File: src/rtl/core/cwmu_pkg.sv
// ----------------------------------------------------------------------------
// cwmu_pkg
// widths and fixed-point constants of the clause warning message update unit
// ----------------------------------------------------------------------------
`default_nettype none

package cwmu_pkg;

   localparam int MAX_LITS  = 16;
   localparam int FRAC_BITS = 15;

   localparam int BIAS_W  = 16;
   localparam int IDX_W   = $clog2(MAX_LITS);
   localparam int CNT_W   = $clog2(MAX_LITS + 1);
   localparam int ZCNT_W  = 2;

   // quotient bits produced by the divider, one per step
   localparam int DIV_STEPS = FRAC_BITS + 1;
   localparam int STEP_W    = $clog2(DIV_STEPS);

   localparam logic [BIAS_W-1:0] ONE_FX      = BIAS_W'(1) << FRAC_BITS;
   localparam logic [BIAS_W-1:0] EPS_RESET   = BIAS_W'(33);
   localparam logic [ZCNT_W-1:0] ZCNT_SAT    = ZCNT_W'(2);

endpackage

`default_nettype wire

File: src/rtl/core/clause_warning_message_update_unit.sv
// ----------------------------------------------------------------------------
// clause warning message update unit
// collects one clause's bias magnitudes and emits a warning message per stored literal
// ----------------------------------------------------------------------------
// Usage: send the clause's literal biases (unsigned Q1.15, one is 32768) one
// beat each, the final one flagged with req_last_literal. Loading takes one
// beat per cycle; a bias under epsilon counts as a zero factor, every other
// stored bias is folded into a running product by a 16x16 multiply in the
// accept cycle until a second zero factor is seen. After the last beat the unit
// stalls its input and emits one result per stored literal, in order. Each
// result goes through a store read, a check state, then, when the clause has
// no zero factor and the quotient does not saturate, 16 steps of a shared
// restoring divider, and an output state held while the receiver stalls.
// Only 16 literals are held; more are dropped and reported through
// rsp_overflow. Epsilon is written on the csr channel, which is always ready,
// and must only change while the unit is idle.
`default_nettype none

module clause_warning_message_update_unit (
   input  wire logic                          clock,
   input  wire logic                          reset,
   // literal input
   input  wire logic                          req_valid,
   output logic                               req_stall,
   input  wire logic [cwmu_pkg::BIAS_W-1:0]   req_bias,
   input  wire logic                          req_last_literal,
   // message output
   output logic                               rsp_valid,
   input  wire logic                          rsp_stall,
   output logic [cwmu_pkg::BIAS_W-1:0]        rsp_message,
   output logic [cwmu_pkg::IDX_W-1:0]         rsp_literal_index,
   output logic [cwmu_pkg::BIAS_W-1:0]        rsp_clause_impact,
   output logic                               rsp_overflow,
   output logic                               rsp_last_result,
   // epsilon register write
   input  wire logic                          csr_valid,
   output logic                               csr_ready,
   input  wire logic [cwmu_pkg::BIAS_W-1:0]   csr_epsilon
);

   typedef enum logic [2:0] {
      ST_LOAD,   // taking literal beats
      ST_READ,   // store read in flight
      ST_CHECK,  // pick the message path for this literal
      ST_DIV,    // restoring divide, one quotient bit a cycle
      ST_SEND    // result held until taken
   } state_type;

   // --------------------------------------------------------------------
   // registers
   // --------------------------------------------------------------------
   state_type                              state_ff,  state_in;
   logic [cwmu_pkg::BIAS_W-1:0]            eps_ff;
   logic [cwmu_pkg::BIAS_W-1:0]            prod_ff,   prod_in;
   logic [cwmu_pkg::ZCNT_W-1:0]            zcnt_ff,   zcnt_in;
   logic [cwmu_pkg::CNT_W-1:0]             count_ff,  count_in;
   logic                                   ovf_ff,    ovf_in;
   logic [cwmu_pkg::IDX_W-1:0]             idx_ff,    idx_in;
   logic [cwmu_pkg::BIAS_W-1:0]            rd_bias_ff;
   logic [cwmu_pkg::BIAS_W-1:0]            rem_ff,    rem_in;
   logic [cwmu_pkg::BIAS_W-1:0]            quo_ff,    quo_in;
   logic [cwmu_pkg::STEP_W-1:0]            step_ff,   step_in;
   logic                                   rvalid_ff, rvalid_in;
   logic [cwmu_pkg::BIAS_W-1:0]            msg_ff,    msg_in;
   logic                                   rlast_ff,  rlast_in;

   logic [cwmu_pkg::BIAS_W-1:0]            store_mem [cwmu_pkg::MAX_LITS];

   // --------------------------------------------------------------------
   // load path
   // --------------------------------------------------------------------
   logic                                   req_accept;
   logic [cwmu_pkg::BIAS_W-1:0]            bias_clamped;
   logic                                   bias_zero;
   logic                                   store_full;
   logic [2*cwmu_pkg::BIAS_W-1:0]          mul_full;
   logic                                   store_write;

   // --------------------------------------------------------------------
   // emit path
   // --------------------------------------------------------------------
   logic                                   last_idx;
   logic [cwmu_pkg::BIAS_W:0]              twice_bias;
   logic [cwmu_pkg::BIAS_W:0]              trial;
   logic                                   trial_ge;
   logic                                   dbit;
   logic [cwmu_pkg::BIAS_W-1:0]            quo_next;
   logic [cwmu_pkg::BIAS_W-1:0]            impact;

   assign req_stall  = (state_ff != ST_LOAD);
   assign req_accept = req_valid && !req_stall;
   assign csr_ready  = 1'b1;

   assign bias_clamped = (req_bias > cwmu_pkg::ONE_FX) ? cwmu_pkg::ONE_FX : req_bias;
   assign bias_zero    = (bias_clamped < eps_ff);
   assign store_full   = (count_ff == cwmu_pkg::CNT_W'(cwmu_pkg::MAX_LITS));
   assign store_write  = req_accept && !store_full;

   // running product times the new bias in Q2.30, truncated back to Q1.15 when stored
   assign mul_full = prod_ff * bias_clamped;

   // set when idx_ff points at the last stored literal
   assign last_idx = ((cwmu_pkg::CNT_W'(idx_ff) + cwmu_pkg::CNT_W'(1)) == count_ff);

   assign impact = (zcnt_ff != '0) ? '0 : prod_ff;

   // divider datapath: dividend is product << FRAC_BITS, whose only nonzero
   // bit below the starting window is product bit 0 at position FRAC_BITS
   assign twice_bias = {rd_bias_ff, 1'b0};
   assign dbit       = (step_ff == cwmu_pkg::STEP_W'(cwmu_pkg::FRAC_BITS)) ? prod_ff[0] : 1'b0;
   assign trial      = {rem_ff, dbit};
   assign trial_ge   = (trial >= {1'b0, rd_bias_ff});
   assign quo_next   = {quo_ff[cwmu_pkg::BIAS_W-2:0], trial_ge};

   // --------------------------------------------------------------------
   // sequencer
   // --------------------------------------------------------------------
   always_comb begin
      state_in  = state_ff;
      prod_in   = prod_ff;
      zcnt_in   = zcnt_ff;
      count_in  = count_ff;
      ovf_in    = ovf_ff;
      idx_in    = idx_ff;
      rem_in    = rem_ff;
      quo_in    = quo_ff;
      step_in   = step_ff;
      rvalid_in = rvalid_ff;
      msg_in    = msg_ff;
      rlast_in  = rlast_ff;

      unique case (state_ff)
         ST_LOAD: begin
            if (req_accept) begin
               if (store_full) begin
                  ovf_in = 1'b1;
               end else begin
                  count_in = count_ff + cwmu_pkg::CNT_W'(1);
                  if (bias_zero) begin
                     if (zcnt_ff != cwmu_pkg::ZCNT_SAT) begin
                        zcnt_in = zcnt_ff + cwmu_pkg::ZCNT_W'(1);
                     end
                  end else if (zcnt_ff != cwmu_pkg::ZCNT_SAT) begin
                     prod_in = mul_full[cwmu_pkg::FRAC_BITS +: cwmu_pkg::BIAS_W];
                  end
               end
               if (req_last_literal) begin
                  idx_in   = '0;
                  state_in = ST_READ;
               end
            end
         end

         ST_READ: begin
            state_in = ST_CHECK;
         end

         ST_CHECK: begin
            priority if (zcnt_ff == '0) begin
               // zero bias only reaches here with epsilon at zero
               if (rd_bias_ff == '0 || {1'b0, prod_ff} >= twice_bias) begin
                  msg_in    = cwmu_pkg::ONE_FX;
                  rlast_in  = last_idx;
                  rvalid_in = 1'b1;
                  state_in  = ST_SEND;
               end else begin
                  rem_in   = prod_ff >> 1;
                  quo_in   = '0;
                  step_in  = cwmu_pkg::STEP_W'(cwmu_pkg::DIV_STEPS - 1);
                  state_in = ST_DIV;
               end
            end else if (zcnt_ff == cwmu_pkg::ZCNT_W'(1)) begin
               msg_in    = (rd_bias_ff < eps_ff) ? prod_ff : '0;
               rlast_in  = last_idx;
               rvalid_in = 1'b1;
               state_in  = ST_SEND;
            end else begin
               msg_in    = '0;
               rlast_in  = last_idx;
               rvalid_in = 1'b1;
               state_in  = ST_SEND;
            end
         end

         ST_DIV: begin
            rem_in  = trial_ge ? cwmu_pkg::BIAS_W'(trial - {1'b0, rd_bias_ff})
                               : trial[cwmu_pkg::BIAS_W-1:0];
            quo_in  = quo_next;
            step_in = step_ff - cwmu_pkg::STEP_W'(1);
            if (step_ff == '0) begin
               msg_in    = (quo_next > cwmu_pkg::ONE_FX) ? cwmu_pkg::ONE_FX : quo_next;
               rlast_in  = last_idx;
               rvalid_in = 1'b1;
               state_in  = ST_SEND;
            end
         end

         ST_SEND: begin
            if (!rsp_stall) begin
               rvalid_in = 1'b0;
               if (rlast_ff) begin
                  // clause done, start a fresh one
                  prod_in  = cwmu_pkg::ONE_FX;
                  zcnt_in  = '0;
                  count_in = '0;
                  ovf_in   = 1'b0;
                  state_in = ST_LOAD;
               end else begin
                  idx_in   = idx_ff + cwmu_pkg::IDX_W'(1);
                  state_in = ST_READ;
               end
            end
         end

         default: begin
            state_in = ST_LOAD;
         end
      endcase
   end

   always_ff @(posedge clock) begin
      if (reset) begin
         state_ff  <= ST_LOAD;
         eps_ff    <= cwmu_pkg::EPS_RESET;
         prod_ff   <= cwmu_pkg::ONE_FX;
         zcnt_ff   <= '0;
         count_ff  <= '0;
         ovf_ff    <= 1'b0;
         idx_ff    <= '0;
         rvalid_ff <= 1'b0;
      end else begin
         state_ff  <= state_in;
         prod_ff   <= prod_in;
         zcnt_ff   <= zcnt_in;
         count_ff  <= count_in;
         ovf_ff    <= ovf_in;
         idx_ff    <= idx_in;
         rvalid_ff <= rvalid_in;
         if (csr_valid && csr_ready) begin
            eps_ff <= csr_epsilon;
         end
      end
   end

   // datapath registers, no reset needed
   always_ff @(posedge clock) begin
      rem_ff   <= rem_in;
      quo_ff   <= quo_in;
      step_ff  <= step_in;
      msg_ff   <= msg_in;
      rlast_ff <= rlast_in;
   end

   // literal store: one write port, one registered read port
   always_ff @(posedge clock) begin
      if (store_write) begin
         store_mem[count_ff[cwmu_pkg::IDX_W-1:0]] <= bias_clamped;
      end
      rd_bias_ff <= store_mem[idx_ff];
   end

   // --------------------------------------------------------------------
   // outputs
   // --------------------------------------------------------------------
   assign rsp_valid         = rvalid_ff;
   assign rsp_message       = msg_ff;
   assign rsp_literal_index = idx_ff;
   assign rsp_clause_impact = impact;
   assign rsp_overflow      = ovf_ff;
   assign rsp_last_result   = rlast_ff;

endmodule

`default_nettype wire

File: config.mk
export PLATFORM = sky130hd
export DESIGN_NAME = clause_warning_message_update_unit
export DESIGN_NICKNAME = d
export VERILOG_FILES = /design/src/rtl/core/cwmu_pkg.sv /design/src/rtl/core/clause_warning_message_update_unit.sv
export SDC_FILE = /design/constraint.sdc
export NUM_CORES = 1
export LEC_CHECK = 0
export BUFFER_PORTS_ARGS = -buffer_cell sky130_fd_sc_hd__clkbuf_2
export CAP_MARGIN = 25
export CORE_ASPECT_RATIO = 1.5
export CORE_UTILIZATION = 57
export DETAILED_ROUTE_END_ITERATION = 10
export GPL_ROUTABILITY_DRIVEN = 0
export PLACE_DENSITY_LB_ADDON = 0.08
export SLEW_MARGIN = 20
export SYNTH_ARGS = -nofsm -noshare
export SYNTH_HDL_FRONTEND = slang
export SYNTH_SLANG_ARGS = --single-unit
File: constraint.sdc
create_clock -name clock -period 9.2 [get_ports clock]
set_input_delay 1.84 -clock clock [delete_from_list [all_inputs] [get_ports clock]]
set_output_delay 1.84 -clock clock [all_outputs]
set_load 0.02 [all_outputs]
==> results.cfg <==
[status]
status = complete, no violations

[power_and_ir_drop]
power.total_mw = 5.19
p_per_area_nw_per_um2 = 193
peakVddDrop_mv = 0.203
p_leak_nw = 11.2

[route]
wl_um = 64200
wl_per_cell_um = 24.0
num_vias = 16000
viasPerCell = 5.97
drc = 0
ant_nets = 0
dr.pass1.iters = 5
drt-initial-drc-count = 956

[critical_path]
end_kind = register
crit_type = in -> reg
r2r_start = prod_ff[1]
timing.rr.end = prod_ff[14]
crit_fanout = 8
startpoint_type = input pin
r2r_setup_slack_ps = 2380
cp.required_ps = 9630
crit_arrival_ps = 8760
ff2ff_path_depth = 20

[sta]
setup_viol = 0
hold_viol_final = 0
fin_crit_ps = 8330
setup_ws_ps = 872
tightest_slew_ps = 953
rsz0062_at_grt = false
fin_setup_tns_ps = 0
finalClockSkew_ps = 17.0
finalCritPeriodShare_pct = 90.5
relSlewSlack_pct = 36.4
slew_violations = 0
fmax_mhz = 120

[clocking]
cts_buffer_depth = 3
cts_resized = 0
cts_tree = yes
clock_latency_ps = 550
clkTransAtPathRegs_ps = 60
clkSinkCount = 372
htree_num_levels = 2
cts_hold_buffers = 0
cts-root-buf = clkbuf_16
postCtsSetupRepairBufs = 0
cts_buffers = 36

[synthesis]
async_reset_ff_share_pct = 0
synthTopCellsByArea = edfxtp_1 (38%), fa_1 (16%), ha_1 (8.6%), mux4_2 (7.4%), dfxtp_1 (5.3%)
avgSynthCellArea_um2 = 12.2
yosys_warnings = 0
yosysTopAreaCell = edfxtp_1
synth_top_area_share_pct = 37.9
ys_seq_area_share_pct = 43.2
synth_common_cells = edfxtp_1 (308), inv_1 (277), fa_1 (193)
synth_area_um2 = 24400
synth.distinct_cells = 68
syn_nets = 2396
syn_inst = 1997
synth_edf_count = 308
ys_seq_elements = 372
synth_flop_cell = edfxtp_1
yosysMostFrequentCell = edfxtp_1

[min_path]
hold-path-endpoint = eps_ff[9]
holdCritPathClass = reg -> reg
hold_depth = 2
hold_start = eps_ff[9]

[run]
cap_violations = 0

[global_route]
antenna_found_initial = 1
gr-total-overflow = 0
grt_pass1_wl_um = 98000
grt_start_max_net_pins = 54
groute.usage.overall_pct = 31.0
grt_pass1_vias = 16800

[floorplan]
rows = 92
dieHeight_um = 255
start_util_pct = 57.8
top_level_ports = 79
dieArea_um2 = 43600
fp.coreArea_um2 = 42100
die_x_um = 171

[final_layout]
layout-drive-gt1-share_pct = 15.2
final_util_pct = 63.9
synthToLayoutAreaGrowth_pct = 10.5
layout.nets = 2482

[place]
pre_cts_ws_ps = 354
port_buffers = 77
hpwl_um = 44900
[worst max-delay path by stage]
stage,start,end,depth (start not counted)
floorplan,req_bias[12],prod_ff[14],27
global placement,req_bias[2],prod_ff[14],26
global route,req_bias[1],prod_ff[14],26
CTS,req_bias[1],prod_ff[14],26
finish,req_bias[1],prod_ff[14],26
detailed placement,req_bias[15],prod_ff[14],27
[cell families (layout without fill, tap and decap cells)]
kind of cell	count (synthesis)	in the layout	synth area share, %
muxes	98	98	8.13
buffers and inverters	374	488	5.83
adders and majority gates	361	361	24.5
DFF	372	372	43.2
and+or+nand+nor	547	547	11.2
other	1	3	0.0154
xor gates and xnor gates	41	41	1.47
AOI/OAI and AO/OA	203	203	5.67
[state kept, by name, indices dropped and copies added, names as in the netlist, 2 cells and up]
| signal | count |
|---|---|
| zcnt_ff | 2 |
| quo_ff | 15 |
| rd_bias_ff | 16 |
| rem_ff | 16 |
| prod_ff | 16 |
| eps_ff | 16 |
| state_ff | 3 |
| count_ff | 5 |
| rsp_message | 16 |
| store_mem | 256 |
| rsp_literal_index | 4 |
| step_ff | 4 |
[final cells by class]
cell class	count	area, um^2
clock buffer	47	1000
timing repair buffer	145	896
fill	3329	15200
multi-input combinational	1251	12500
inverter	277	1040
clock inverter	19	272
antenna	2	5.00
tap	564	706
sequential	372	10500
[through the flow]
| step | area [um^2] | hold WS [ps] | instances |
|---|---|---|---|
| global route | 26900 | 531 | 2676 |
| finish | 26900 | 502 | 2677 |
| global placement | 25600 | 473 | 2608 |
| floorplan | 24400 | 460 | 1997 |
| CTS | 26900 | 503 | 2674 |
| detailed placement | 25600 | 488 | 2608 |
[worst max-delay path, cell delays in order]
cell      delay, ps
clkbuf_2        130
nor4_1          230
buf_4           180
a41oi_1          90
buf_4           190
nor2b_2         380
nand2_1         140
fa_1            550
fa_1            520
fa_1            520
inv_1            50
fa_1            490
fa_1            560
inv_1            60
fa_1            530
inv_1            40
ha_1            320
a21oi_1         150
o211ai_1        150
a221oi_4        320
a31oi_2         190
a311oi_4        440
o21ai_2         160
a31oi_1         230
xnor2_1          90
a22o_1          200
[per-layer routing]
metal	GRT usage (%)	share of wire, %	wire length, um	vias up
met1	34.4	36	23000	8154
met4	19.9	6.9	4420	0
li1	-	-	-	7006
met5	0	0	0	-
met3	4.45	5.4	3480	223
met2	55.5	52	33300	595
[power breakdown]
group | internal (mW) | switching (mW)
logic | 0.589 | 0.955
registers | 1.95 | 0.111
clock network | 0.924 | 0.659
[placed cells by master, fill, tap and decap left out, drive strengths merged, types with 8 or more instances in the layout]
cell      n
a21o     15
a21oi    60
a22o     23
and2    143
and3     20
buf      68
clkbuf  124
dfxtp    64
edfxtp  308
fa      193
ha      168
inv     280
mux2i    18
mux4     80
nand2   188
nand2b    9
nand3    21
nand4    11
nor2     77
nor2b    26
nor3     26
nor4     11
o211ai    8
o21a     13
o21ai    41
xnor2    28
xor2     13
Power figures use the tool's default switching activity.
